### src/hdl/jsm_pkg.sv
// shared types and constants for the joystick setting mode controller
package jsm_pkg;

  localparam int ADC_BITS   = 12;
  localparam int DIGIT_CNT  = 4;
  localparam int TIME_BITS  = 32;
  localparam int PERIOD_BITS = 16;

  localparam logic [ADC_BITS-1:0] ADC_MAX      = {ADC_BITS{1'b1}};
  localparam logic [ADC_BITS-1:0] EDGE_LOW     = ADC_BITS'(10);
  localparam logic [ADC_BITS-1:0] EDGE_HIGH    = ADC_MAX - ADC_BITS'(15);
  localparam logic [ADC_BITS-1:0] STICK_CENTRE = ADC_BITS'(1) << (ADC_BITS - 1);

  localparam logic [DIGIT_CNT-1:0] FREQ_DIGITS = 4'b1100;
  localparam logic [DIGIT_CNT-1:0] DUR_DIGITS  = 4'b0011;

  localparam logic [1:0] JS_NORMAL = 2'd0;
  localparam logic [1:0] JS_PROG   = 2'd1;

  localparam logic REG_PROG_EN      = 1'b0;
  localparam logic REG_BLINK_PERIOD = 1'b1;

  typedef enum logic [1:0] {
    MODE_NORMAL = 2'd0,
    MODE_FREQ   = 2'd1,
    MODE_DUR    = 2'd2
  } mode_t;

  typedef enum logic [2:0] {
    CMD_NONE     = 3'd0,
    CMD_DEC_FREQ = 3'd1,
    CMD_INC_FREQ = 3'd2,
    CMD_DEC_DUR  = 3'd3,
    CMD_INC_DUR  = 3'd4
  } cmd_t;

  typedef struct packed {
    logic [1:0]           joystick_mode;
    logic [ADC_BITS-1:0]  x_sample;
    logic [ADC_BITS-1:0]  y_sample;
    logic [TIME_BITS-1:0] now_ms;
  } in_t;

  typedef struct packed {
    logic [1:0]            display_mode;
    logic [2:0]            adjust_cmd;
    logic                  show_settings;
    logic [DIGIT_CNT-1:0]  blink_digits;
    logic [DIGIT_CNT-1:0]  blank_digits;
    logic                  force_joystick_normal;
  } out_t;

  typedef struct packed {
    logic                   programming_enable;
    logic [PERIOD_BITS-1:0] blink_period_ms;
  } cfg_t;

  typedef struct packed {
    mode_t                 mode;
    logic                  blink_active;
    logic                  blink_phase_on;
    logic [DIGIT_CNT-1:0]  digit_mask;
    logic [TIME_BITS-1:0]  last_toggle_ms;
    logic [ADC_BITS-1:0]   last_x;
    logic [ADC_BITS-1:0]   last_y;
  } st_t;

endpackage

### src/hdl/jsm_step.sv
// next state and result for one joystick update
module jsm_step
  import jsm_pkg::*;
(
  input  st_t  cur,
  input  cfg_t cfg,
  input  in_t  req,
  output st_t  nxt,
  output out_t res
);

  logic [TIME_BITS-1:0] lt;
  logic [TIME_BITS-1:0] elapsed;
  logic [1:0]           js;
  logic                 forced;
  logic                 show;
  cmd_t                 cmd;
  logic [DIGIT_CNT-1:0] mask;
  mode_t                other_mode;
  cmd_t                 cmd_dec;
  cmd_t                 cmd_inc;
  logic                 x_edge;
  logic                 y_low_edge;
  logic                 y_high_edge;

  assign lt      = (req.now_ms < cur.last_toggle_ms) ? req.now_ms : cur.last_toggle_ms;
  assign elapsed = req.now_ms - lt;

  assign x_edge = ((req.x_sample < EDGE_LOW) || (req.x_sample > EDGE_HIGH)) &&
                  !((cur.last_x < EDGE_LOW) || (cur.last_x > EDGE_HIGH));
  assign y_low_edge  = (req.y_sample < EDGE_LOW) && (cur.last_y >= EDGE_LOW);
  assign y_high_edge = (req.y_sample > EDGE_HIGH) && (cur.last_y <= EDGE_HIGH);

  always_comb begin
    nxt = cur;
    nxt.last_toggle_ms = lt;
    cmd = CMD_NONE;
    show = 1'b0;
    forced = 1'b0;
    js = req.joystick_mode;
    mask = FREQ_DIGITS;
    other_mode = MODE_DUR;
    cmd_dec = CMD_DEC_FREQ;
    cmd_inc = CMD_INC_FREQ;

    // blink timer
    if (cur.blink_active && (elapsed > TIME_BITS'(cfg.blink_period_ms))) begin
      nxt.last_toggle_ms = req.now_ms;
      nxt.blink_phase_on = !cur.blink_phase_on;
    end

    if (!cfg.programming_enable) begin
      nxt.mode = MODE_NORMAL;
      js = JS_NORMAL;
      forced = 1'b1;
    end

    if (nxt.mode == MODE_DUR) begin
      mask = DUR_DIGITS;
      other_mode = MODE_FREQ;
      cmd_dec = CMD_DEC_DUR;
      cmd_inc = CMD_INC_DUR;
    end

    case (nxt.mode)
      MODE_NORMAL: begin
        if (js == JS_PROG) begin
          nxt.mode = MODE_DUR;
        end
      end
      MODE_FREQ, MODE_DUR: begin
        show = 1'b1;
        if (!cur.blink_active) begin
          nxt.blink_active = 1'b1;
          nxt.blink_phase_on = 1'b0;
          nxt.last_toggle_ms = req.now_ms;
        end
        nxt.digit_mask = mask;
        if (js == JS_NORMAL) begin
          nxt.digit_mask = '0;
          nxt.blink_active = 1'b0;
          nxt.mode = MODE_NORMAL;
        end else begin
          nxt.last_x = req.x_sample;
          nxt.last_y = req.y_sample;
          if (x_edge) begin
            nxt.mode = other_mode;
          end else if (y_low_edge) begin
            cmd = cmd_dec;
          end else if (y_high_edge) begin
            cmd = cmd_inc;
          end
        end
      end
      default: begin
      end
    endcase

    res.display_mode          = nxt.mode;
    res.adjust_cmd            = cmd;
    res.show_settings         = show;
    res.blink_digits          = nxt.digit_mask;
    res.blank_digits          = (nxt.blink_active && !nxt.blink_phase_on) ?
                                nxt.digit_mask : '0;
    res.force_joystick_normal = forced;
  end

endmodule

### src/hdl/joystick_setting_mode_fsm.sv
// top level of the joystick setting mode controller
// Takes one joystick update per clock while the output side does not stall. A request is
// captured in an input register, worked out combinationally against the mode, blink and
// stick state, and its result lands in an output register when the output side can take
// it. One request per cycle is sustained while results are taken; the output register
// holds a result until it is taken while the input register keeps the next request.
// Configuration registers are written through the cfg port and take effect for requests
// processed afterward.
module joystick_setting_mode_fsm
  import jsm_pkg::*;
(
  input  logic                   clk,
  input  logic                   rst_n,
  input  logic                   in_valid,
  output logic                   in_ready,
  input  in_t                    in_data,
  output logic                   out_valid,
  input  logic                   out_ready,
  output out_t                   out_data,
  input  logic                   cfg_wr_en,
  input  logic                   cfg_index,
  input  logic [PERIOD_BITS-1:0] cfg_wdata
);

  cfg_t cfg_r;
  st_t  st_r;
  st_t  st_nxt;
  in_t  req_r;
  logic req_valid_r;
  out_t res_nxt;
  out_t out_r;
  logic out_valid_r;
  logic advance;

  assign advance   = req_valid_r && (!out_valid_r || out_ready);
  assign in_ready  = !req_valid_r || advance;
  assign out_valid = out_valid_r;
  assign out_data  = out_r;

  jsm_step u_step (
    .cur (st_r),
    .cfg (cfg_r),
    .req (req_r),
    .nxt (st_nxt),
    .res (res_nxt)
  );

  // configuration
  always_ff @(posedge clk) begin
    if (!rst_n) begin
      cfg_r.programming_enable <= 1'b0;
      cfg_r.blink_period_ms    <= PERIOD_BITS'(500);
    end else if (cfg_wr_en) begin
      case (cfg_index)
        REG_PROG_EN:      cfg_r.programming_enable <= cfg_wdata[0];
        REG_BLINK_PERIOD: cfg_r.blink_period_ms    <= cfg_wdata;
        default: begin
        end
      endcase
    end
  end

  // controller state
  always_ff @(posedge clk) begin
    if (!rst_n) begin
      st_r.mode           <= MODE_NORMAL;
      st_r.blink_active   <= 1'b0;
      st_r.blink_phase_on <= 1'b0;
      st_r.digit_mask     <= '0;
      st_r.last_toggle_ms <= '0;
      st_r.last_x         <= STICK_CENTRE;
      st_r.last_y         <= STICK_CENTRE;
    end else if (advance) begin
      st_r <= st_nxt;
    end
  end

  // input register
  always_ff @(posedge clk) begin
    if (!rst_n) begin
      req_valid_r <= 1'b0;
    end else if (in_ready) begin
      req_valid_r <= in_valid;
    end
  end

  always_ff @(posedge clk) begin
    if (in_valid && in_ready) begin
      req_r <= in_data;
    end
  end

  // output register
  always_ff @(posedge clk) begin
    if (!rst_n) begin
      out_valid_r <= 1'b0;
    end else if (advance) begin
      out_valid_r <= 1'b1;
    end else if (out_ready) begin
      out_valid_r <= 1'b0;
    end
  end

  always_ff @(posedge clk) begin
    if (advance) begin
      out_r <= res_nxt;
    end
  end

endmodule

### config.mk
export PLATFORM = sky130hd
export DESIGN_NAME = joystick_setting_mode_fsm
export DESIGN_NICKNAME = d
export VERILOG_FILES = /design/src/hdl/jsm_pkg.sv /design/src/hdl/jsm_step.sv /design/src/hdl/joystick_setting_mode_fsm.sv
export SDC_FILE = /design/constraint.sdc
export NUM_CORES = 1
export LEC_CHECK = 0
export BUFFER_PORTS_ARGS = -buffer_cell sky130_fd_sc_hd__buf_2
export CAP_MARGIN = 15
export CORE_MARGIN = 3
export CORE_UTILIZATION = 50
export CTS_CLUSTER_DIAMETER = 100
export DETAILED_ROUTE_END_ITERATION = 7
export GPL_TIMING_DRIVEN = 1
export PLACE_DENSITY = 0.71
export SYNTH_ARGS = -nofsm -noshare
export SYNTH_HDL_FRONTEND = slang
export SYNTH_SLANG_ARGS = --single-unit
### constraint.sdc
create_clock -name clk -period 7.1 [get_ports clk]
set_input_delay 0.71 -clock clk [delete_from_list [all_inputs] [get_ports clk]]
set_output_delay 0.71 -clock clk [all_outputs]
set_load 0.005 [all_outputs]
==> results of run 1 <==
[routing by layer]
metal  vias to the layer above  share of wire [%]  routed length, um  track usage [%]
met2                       311                 48              12150            37.98
met3                        47                7.4               1858            5.434
met1                      4027                 43              10750            29.26
met4                         2                1.8                443            6.980
met5                         -              0.052                 13                0
li1                       4199                  -                  -                -
[cells by family (layout without fill, tap and decap cells)]
kind of cell / count (synthesis) / in the layout / share of synthesized area, %
AO/OA/AOI/OAI: 264 / 264 / 18.22
XOR/XNOR: 16 / 16 / 1.444
adder cells (fa/ha/maj): 80 / 80 / 10.37
buffers and inverters: 107 / 256 / 4.462
flip-flops: 156 / 156 / 39.72
multiplexers: 62 / 62 / 6.435
AND/OR/NAND/NOR: 397 / 397 / 19.36
[layout make-up]
type	count	area, um^2
Sequential cell	156	3860
Clock buffer	18	439.2
Timing Repair Buffer	158	1039
Inverter	66	247.7
Clock inverter	14	166.4
Multi-Input combinational cell	819	5680
Fill cell	1568	7136
Tap cell	260	325.3
[state kept, by name (all words and copies together) (netlist names)]
name and cells:
out_data 15, req_r 58, st_r 64, req_valid_r 1, out_valid 1, cfg_r 17
[worst max-delay path, delay by kind of cell (launching register included)]
kind	cells	cell delay [ns]
adders and majority gates	3	0.97
buffers and inverters	2	0.36
muxes	2	0.43
xor gates and xnor gates	1	0.12
DFF	1	0.42
and+or+nand+nor	9	1.94
AOI/OAI and AO/OA	13	2.68
[placed cells by master, fill, tap and decap left out, types with 13 or more instances in the layout]
cell,instances
dfxtp_1,78
nand2_1,203
nor2_1,43
nor2b_1,17
edfxtp_1,73
o21a_1,16
buf_4,53
a21o_1,14
a21boi_0,35
nand2b_1,13
clkbuf_16,20
mux2i_1,57
ha_1,71
a21oi_1,61
o21ai_0,42
inv_1,66
buf_2,96
nor4_1,18
nand3_1,25
nand4_1,20
[path summary, 6_finish.rpt]
| check | startpoint | to | slack [ns] |
|---|---|---|---|
| setup / recovery | req_r[19] | st_r[52] | 0.05 |
| hold / removal | in_data[24] | req_r[24] | 0.44 |
| setup reg to reg | req_r[19] | st_r[52] | 0.05 |
| hold reg to reg | cfg_r[13] | cfg_r[13] | 0.47 |
[timing repair]
item | 4_1_cts | 5_1_grt
gates cloned | 0 | 4
gates resized for setup | 2 | 59
setup endpoints to repair | 15 | 37
pin swaps | 1 | 34
buffers inserted | 0 | 28
[through the flow]
| stage | cells | worst slack (ns) | utilization [%] |
|---|---|---|---|
| 2_1_floorplan | 1082 | 0.02065 | - |
| 3_3_place_gp | 1427 | 0.1921 | 56.05 |
| 3_5_place_dp | 1427 | -0.1140 | 56.05 |
| 4_1_cts | 1459 | 0.004446 | 59.30 |
| 5_1_grt | 1491 | -0.2375 | 62.23 |
| 6_report | 1491 | 0.04644 | 62.23 |
[power by group through the flow]
stage               Combinational [W]  Sequential (W)  Clock (W)
floorplan                    0.000401         0.00102          0
global placement             0.000566         0.00102          0
detailed placement           0.000572         0.00103          0
CTS                          0.000577         0.00101   0.000944
global route                 0.000724         0.00101   0.000983
finish                       0.000661         0.00101   0.000927
==> impl_metrics.csv, run 1 <==
group,metric,value,unit
drt,drt_wl_total,25.21,mm
layout,design_area,11760,um^2
critical_path,reg2regPathDepth,30,
clocking,clock_latency,0.44,ns
layout,area_delta_synth_final,21.17,%
pwr,p_int,0.001750,W
clocking,path_clk_slew,0.08,ns
sta,grt_setup_unrepaired,"true",
layout,drive_gt1_share,20.47,%
yosys,synth_seq_cells,156,
sta,setup_viol,0,
yosys,yosys-top-cells-area,"edfxtp_1 (23%), dfxtp_1 (17%), ha_1 (10%), nand2_1 (7.9%), mux2i_1 (6.1%)",
yosys,yosysTopAreaCell,"edfxtp_1",
pwr,power.density,220.6,nW/um^2
global_routing,grt_pass1_vias,8122,
sta,holdWs,0.4435,ns
drt,detail-route-antenna-nets,0,
sta,tns,0,ns
clocking,cts_tree,"done",
pwr,swShare,32.52,%
die,die_w,145.3,um
yosys,synth_top_area_share,22.59,%
yosys,postSynthAreaPerCell,8.968,um^2
clocking,htreeDepth,4,
drt,routedWlPerCell,16.91,um
clocking,cts_hold_buffers,0,
pwr,leakagePower,4.512,nW
global_routing,track_usage,22.70,%
yosys,synth-async-reset-ratio,0,%
global_routing,grt_overflow,0,
drt,drtIter0Drc,891,
pwr,pwr-share-comb,25.5,%
die,start_util,51.36,%
clocking,cts.sinks,156,
pwr,peakVddDrop,180.6,uV
yosys,synth.most_common_cell,"nand2_1",
sta,period_needed,7.054,ns
place,place_hpwl,17.79,mm
die,die_area,21110,um^2
layout,nNetsFinal,1377,
run,maxCapViolCount,0,
yosys,synth_commonest_cells,"nand2_1 (205), dfxtp_1 (83), ha_1 (78)",
pwr,p_sw,0.0008435,W
drt,vias,8586,
outcome,status,"complete, no violations",
layout,diodes,0,
pwr,seqPwrFrac,38.8,%
critical_path,crit_type,"reg -> reg",
clocking,clockRootBuffer,"clkbuf_16",
critical_path,crit_top_cell,"ha_1",
sta,fin_crit_sh,99.35,%
yosys,synth_edf_count,73,
worst_hold_path,hold_depth,1,
drt,drc,0,
yosys,syn_nets,1241,
pwr,finalPower,0.002593,W
critical_path,endpoint_kind,"flop",
yosys,yosysSeqAreaShare,39.72,%
worst_hold_path,hold_path_class,"in -> reg",
yosys,ys_types,73,
yosys,yosysWarnings,0,
critical_path,crit_required,7.42,ns
clocking,clockBufferDepth,2,
die,io_pins,97,
sta,hold_viol_final,0,
pwr,p_clk_share,35.8,%
critical_path,crit_path_start_kind,"flop",
sta,max-slew-margin-rel,29.55,%
place,gp_congestion,0.9860,
critical_path,cp.arrival,7.37,ns
yosys,netlist_area,9703,um^2
die,core_area,18890,um^2
die,die_h,145.3,um
sta,fmax,0.1418,GHz
sta,fin_skew,0.01218,ns
yosys,syn_inst,1082,
sta,worst_pin_slew,1.057,ns
critical_path,path_max_fanout,7,
drt,via_per_inst,5.759,
clocking,cts-buffers-inserted,17,
global_routing,antenna_found_initial,1,
critical_path,critPathSlowestCell,"edfxtp_1",
global_routing,grt_pass1_wl,39.73,mm
place,placed_cell_area,10590,um^2
die,rows,50,
yosys,synth_flop_cell,"dfxtp_1",
critical_path,max_stage_delay,0.42,ns
drt,drt-pass1-iter-count,5,
place,port_buffers,96,
sta,drv_slew,0,
global_routing,grt_max_degree,116,
No activity file was read; power rests on OpenSTA's default activity.
==> inputs of run 2 (changes only) <==
SETUP_SLACK_MARGIN = 0.1   (was unset)
==> run 2 against run 1 <==
Largest cell class unchanged. Sequential share of layout area increased by 0.18 points. Fmax increased by 2.5%. Via count decreased by 0.27%. Power increased by 0.70%. Final area decreased by 0.60%. Routed wire length increased by 0.35%. Critical endpoint is now st_r[25]. Die area unchanged. Worst setup slack improved by 0.17 ns. Utilization decreased by 0.37 points. Worst hold slack improved by 0.00072 ns.
==> impl_metrics.csv, run 2 (synthesized netlist as in run 1, its figures left out) <==
group,metric,value,unit
layout,layout_common_cells,"nand2_1 (205), buf_2 (96), dfxtp_1 (80), edfxtp_1 (73), ha_1 (72)",
layout,largest_reg_flops,64,
drt,wl_met1,10.94,mm
pwr,peakVddDrop,223.1,uV
layout,drive_gt1_share,19.25,%
critical_path,ff2ff_setup_slack,0.22,ns
drt,drt_wl_total,25.30,mm
worst_hold_path,hold_depth,1,
layout,largestRegisters,"st_r (64), req_r (58), cfg_r (17)",
die,die_area,21110,um^2
drt,vias,8563,
global_routing,grt_overflow,0,
layout,postLayoutCoreUtil,61.86,%
sta,period_needed,6.882,ns
layout,regMostFlops,"st_r",
clocking,cts_tree,"done",
drt,routed.top_layer,"met5",
drt,drtIter0Drc,858,
critical_path,r2r_start,"req_r[1]",
global_routing,antenna_found_initial,1,
pwr,power.density,223.5,nW/um^2
sta,worst_pin_slew,1.057,ns
sta,grt_setup_unrepaired,"true",
global_routing,grt_pass1_vias,8212,
clocking,cts-buffers-inserted,17,
critical_path,crit_required,7.41,ns
critical_path,crit_type,"reg -> reg",
clocking,htreeDepth,4,
sta,max-slew-margin-rel,29.51,%
worst_hold_path,hold_end,"req_r[30]",
place,gp_congestion,1.037,
drt,detail-route-antenna-nets,0,
global_routing,grt_pass1_wl,39.91,mm
critical_path,crit_path_start_kind,"flop",
critical_path,critPathSlowestCell,"edfxtp_1",
sta,hold_viol_final,0,
critical_path,timing.rr.end,"st_r[25]",
critical_path,cp.arrival,7.19,ns
critical_path,crit_top_cell,"ha_1",
critical_path,crit_buf_inv,1,
sta,setup_viol,0,
layout,area_delta_synth_final,20.45,%
critical_path,cp_top_family,"compound AO/OA/AOI/OAI gates",
drt,drt-pass1-iter-count,8,
sta,fin_crit_sh,96.93,%
die,io_pins,97,
outcome,status,"complete, no violations",
layout,fillCellCount,1651,
layout,diodes,0,
drt,routedWlPerCell,17.03,um
run,maxCapViolCount,0,
drt,wl_met3,1.788,mm
drt,via_per_inst,5.762,
place,port_buffers,96,
die,core_area,18890,um^2
die,die_w,145.3,um
global_routing,grt_max_degree,116,
layout,mostFrequentLayoutCell,"nand2_1",
clocking,cts.sinks,156,
sta,drv_slew,0,
layout,nNetsFinal,1372,
layout,design_area,11690,um^2
sta,tns,0,ns
drt,drc,0,
clocking,path_clk_slew,0.08,ns
drt,met2WireLength,11.90,mm
clocking,cts_hold_buffers,0,
worst_hold_path,hp-start,"in_data[30]",
die,rows,50,
global_routing,track_usage,22.84,%
worst_hold_path,hold_path_class,"in -> reg",
die,die_h,145.3,um
sta,fmax,0.1453,GHz
place,place_hpwl,17.51,mm
critical_path,endpoint_kind,"flop",
sta,fin_skew,0.01305,ns
pwr,leakagePower,4.476,nW
sta,holdWs,0.4442,ns
critical_path,reg2regPathDepth,28,
place,placed_cell_area,10580,um^2
critical_path,max_stage_delay,0.41,ns
die,start_util,51.36,%
clocking,clock_latency,0.43,ns
critical_path,path_max_fanout,6,
clocking,clockRootBuffer,"clkbuf_16",
clocking,clockBufferDepth,2,
==> run 2: changes by cell type in the layout (fill, tap and decap cells not counted), moves of 3 or more <==
cell,change
inv_8,-4
inv_6,+4
and2_4,-3
buf_4,-4
==> run 2: final cells by class <==
cell class	count	area (um^2)	share of cell area [%]
clock inverter	15	196.4	1.681
timing repair buffer	153	1001	8.564
sequential	156	3857	33.00
inverter	66	247.7	2.120
multi-input combinational	819	5634	48.21
tap	260	325.3	2.783
clock buffer	17	425.4	3.640
==> run 2: worst reg2reg max path: cells and delay by family (launching register included) <==
family / cells / cell delay, ns
AOI/OAI and AO/OA: 14 / 3.04
buffers and inverters: 1 / 0.23
xor gates and xnor gates: 1 / 0.17
muxes: 2 / 0.41
DFF: 1 / 0.41
and+or+nand+nor: 7 / 1.62
adders and majority gates: 3 / 0.88
==> run 2: worst max-delay path by stage <==
stage	end	start	depth (start not counted)
global route	st_r[52]	req_r[1]	28
detailed placement	out_data[2]	req_r[3]	27
global placement	out_data[1]	req_r[15]	28
floorplan	out_data[1]	req_r[1]	30
CTS	st_r[35]	st_r[25]	30
finish	st_r[25]	req_r[1]	28
==> run 2: per-layer routing <==
| metal | track usage (%) | up-vias |
|---|---|---|
| li1 | - | 4190 |
| met1 | 29.36 | 4017 |
| met2 | 37.86 | 304 |
| met3 | 5.653 | 50 |
| met4 | 7.692 | 2 |
| met5 | 0 | - |
==> run 2: repair_timing <==
action / in CTS / in global routing
pin swaps: 5 / 22
setup endpoints to repair: 36 / 37
buffers inserted: 4 / 21
cloned: 0 / 4
endpoints found under the hold margin: 0 / 0
resized for setup: 7 / 38
==> run 2: report_power, final <==
group	internal (W)	total (W)	switching, W
registers	0.000979	0.00101	0.0000267
logic	0.000281	0.000657	0.000376
clock network	0.000510	0.000949	0.000440
total	0.00177	0.00261	0.000843
==> run 2: through the flow <==
stage | cells | worst slack [ns] | power, W
global route | 1486 | -0.08105 | 0.002735
global placement | 1425 | 0.07340 | 0.001592
CTS | 1461 | 0.1177 | 0.002558
finish | 1486 | 0.2183 | 0.002612
detailed placement | 1425 | -0.06865 | 0.001597
floorplan | 1082 | 0.1469 | 0.001421
==> inputs of run 3 (changes only) <==
CTS_BUF_LIST = sky130_fd_sc_hd__clkbuf_8   (was unset)
==> run 3 against run 2 <==
Critical path depth unchanged. Critical endpoint unchanged. Worst setup slack better by 0.12 ns. Register-to-register slack better by 0.12 ns. Utilization shrank 0.89 points. Final area is 1.4% lower. Clock skew is 0.0085 ns higher. Non-clock buffer count up 4. Count of clock-buffer cells in the layout unchanged. Worst hold slack lost 0.040 ns. Final cell count is 0.27% higher. Power is 8.7% lower.
==> impl_metrics.csv, run 3 (synthesized netlist as in run 1, its figures left out) <==
group,metric,value,unit
sta,grt_setup_unrepaired,"false",
run,maxCapViolCount,0,
critical_path,crit_path_start_kind,"flop",
layout,nNetsFinal,1376,
drt,drtIter0Drc,812,
sta,worst_pin_slew,1.052,ns
sta,fin_skew,0.02154,ns
drt,wl_met3,1.679,mm
critical_path,crit_type,"reg -> reg",
drt,routed.top_layer,"met5",
clocking,cts-buffers-inserted,17,
drt,met2WireLength,11.73,mm
die,io_pins,97,
drt,drt-pass1-iter-count,5,
global_routing,track_usage,22.55,%
sta,max-slew-margin-rel,29.89,%
place,port_buffers,96,
critical_path,critPathSlowestCell,"edfxtp_1",
critical_path,reg2regPathDepth,28,
global_routing,grt_max_degree,116,
clocking,cts_hold_buffers,0,
die,die_area,21110,um^2
layout,design_area,11520,um^2
place,gp_congestion,1.037,
global_routing,grt_overflow,0,
global_routing,grt_pass1_vias,8094,
sta,fin_crit_sh,95.25,%
die,die_h,145.3,um
pwr,finalPower,0.002383,W
global_routing,antenna_found_initial,1,
global_routing,grt_pass1_wl,39.41,mm
clocking,cts_tree,"done",
critical_path,cp.arrival,7.11,ns
drt,drt_wl_total,25.03,mm
layout,area_delta_synth_final,18.71,%
drt,routedWlPerCell,16.80,um
place,placed_cell_area,10580,um^2
clocking,htreeDepth,4,
critical_path,endpoint_kind,"flop",
layout,layout_common_cells,"nand2_1 (204), buf_2 (96), dfxtp_1 (78), ha_1 (75), edfxtp_1 (73)",
place,place_hpwl,17.51,mm
pwr,power.density,206.9,nW/um^2
layout,largestRegisters,"st_r (64), req_r (58), cfg_r (17)",
sta,hold_viol_final,0,
critical_path,crit_required,7.45,ns
die,die_w,145.3,um
drt,drc,0,
sta,tns,0,ns
sta,setup_viol,0,
critical_path,max_stage_delay,0.43,ns
drt,vias,8580,
layout,diodes,0,
pwr,leakagePower,4.427,nW
sta,period_needed,6.763,ns
die,rows,50,
clocking,clockRootBuffer,"clkbuf_8",
layout,mostFrequentLayoutCell,"nand2_1",
die,core_area,18890,um^2
drt,wl_met1,11.06,mm
critical_path,path_max_fanout,6,
layout,regMostFlops,"st_r",
layout,drive_gt1_share,19.84,%
die,start_util,51.36,%
drt,detail-route-antenna-nets,0,
worst_hold_path,hold_depth,1,
worst_hold_path,hold_path_class,"in -> reg",
critical_path,crit_top_cell,"ha_1",
layout,largest_reg_flops,64,
drt,via_per_inst,5.758,
clocking,path_clk_slew,0.11,ns
sta,fmax,0.1479,GHz
clocking,cts.sinks,156,
clocking,clock_latency,0.47,ns
pwr,peakVddDrop,165.3,uV
sta,drv_slew,0,
outcome,status,"complete, no violations",
clocking,clockBufferDepth,2,
run 3: cell count changes in the layout (fill, tap and decap cells not counted), sizes merged:
| cell | previous run | this run |
|---|---|---|
| buf | 150 | 154 |
run 3: per-stage QoR:
step                std cells  hold WS, ns  worst slack, ns  utilization (%)
floorplan                1082       0.4435           0.1469                -
global placement         1425       0.4559          0.07340            55.97
detailed placement       1425       0.4644         -0.06865            55.97
CTS                      1464       0.3837           0.1050            58.72
global route             1490       0.3822          0.02065            60.97
finish                   1490       0.4038           0.3370            60.97
run 3: worst max-delay path, delay by kind of cell (launching register included):
| kind | cells | cell delay, ns |
|---|---|---|
| DFF | 1 | 0.43 |
| adders and majority gates | 3 | 0.81 |
| and+or+nand+nor | 7 | 1.56 |
| AOI/OAI and AO/OA | 14 | 3.04 |
| buffers and inverters | 1 | 0.22 |
| muxes | 2 | 0.39 |
| xor gates and xnor gates | 1 | 0.18 |
run 3: final timing paths:
check,startpoint,endpoint,slack (ns)
worst max-delay path,req_r[3],st_r[25],0.34
worst min register to register,st_r[51],st_r[51],0.47
worst min-delay path,in_data[30],req_r[30],0.40
worst max register to register,req_r[3],st_r[25],0.34
run 3: final cells by class:
class,instances,area [um^2]
inverter,66,247.7
clock inverter,15,196.4
sequential,156,3860
tap,260,325.3
fill,1684,7375
multi-input combinational,819,5628
timing repair buffer,157,1027
clock buffer,17,234.0
run 3: metal layers:
metal | GRT usage [%] | up-vias
met5 | 0 | -
met4 | 6.648 | 2
met3 | 5.746 | 48
met2 | 37.18 | 318
met1 | 29.44 | 4020
li1 | - | 4192
run 3: where the power goes:
| group | internal (W) | switching, W |
|---|---|---|
| combinational | 0.000284 | 0.000379 |
| clock | 0.000303 | 0.000413 |
| sequential | 0.000978 | 0.0000260 |
| total | 0.00157 | 0.000818 |
run 3: timing repair:
item                       4_1_cts  5_1_grt
setup endpoints to repair       36       37
gates cloned                     0        4
setup buffers                    7       22
gates resized for setup          7       43
pin swaps                        6       27
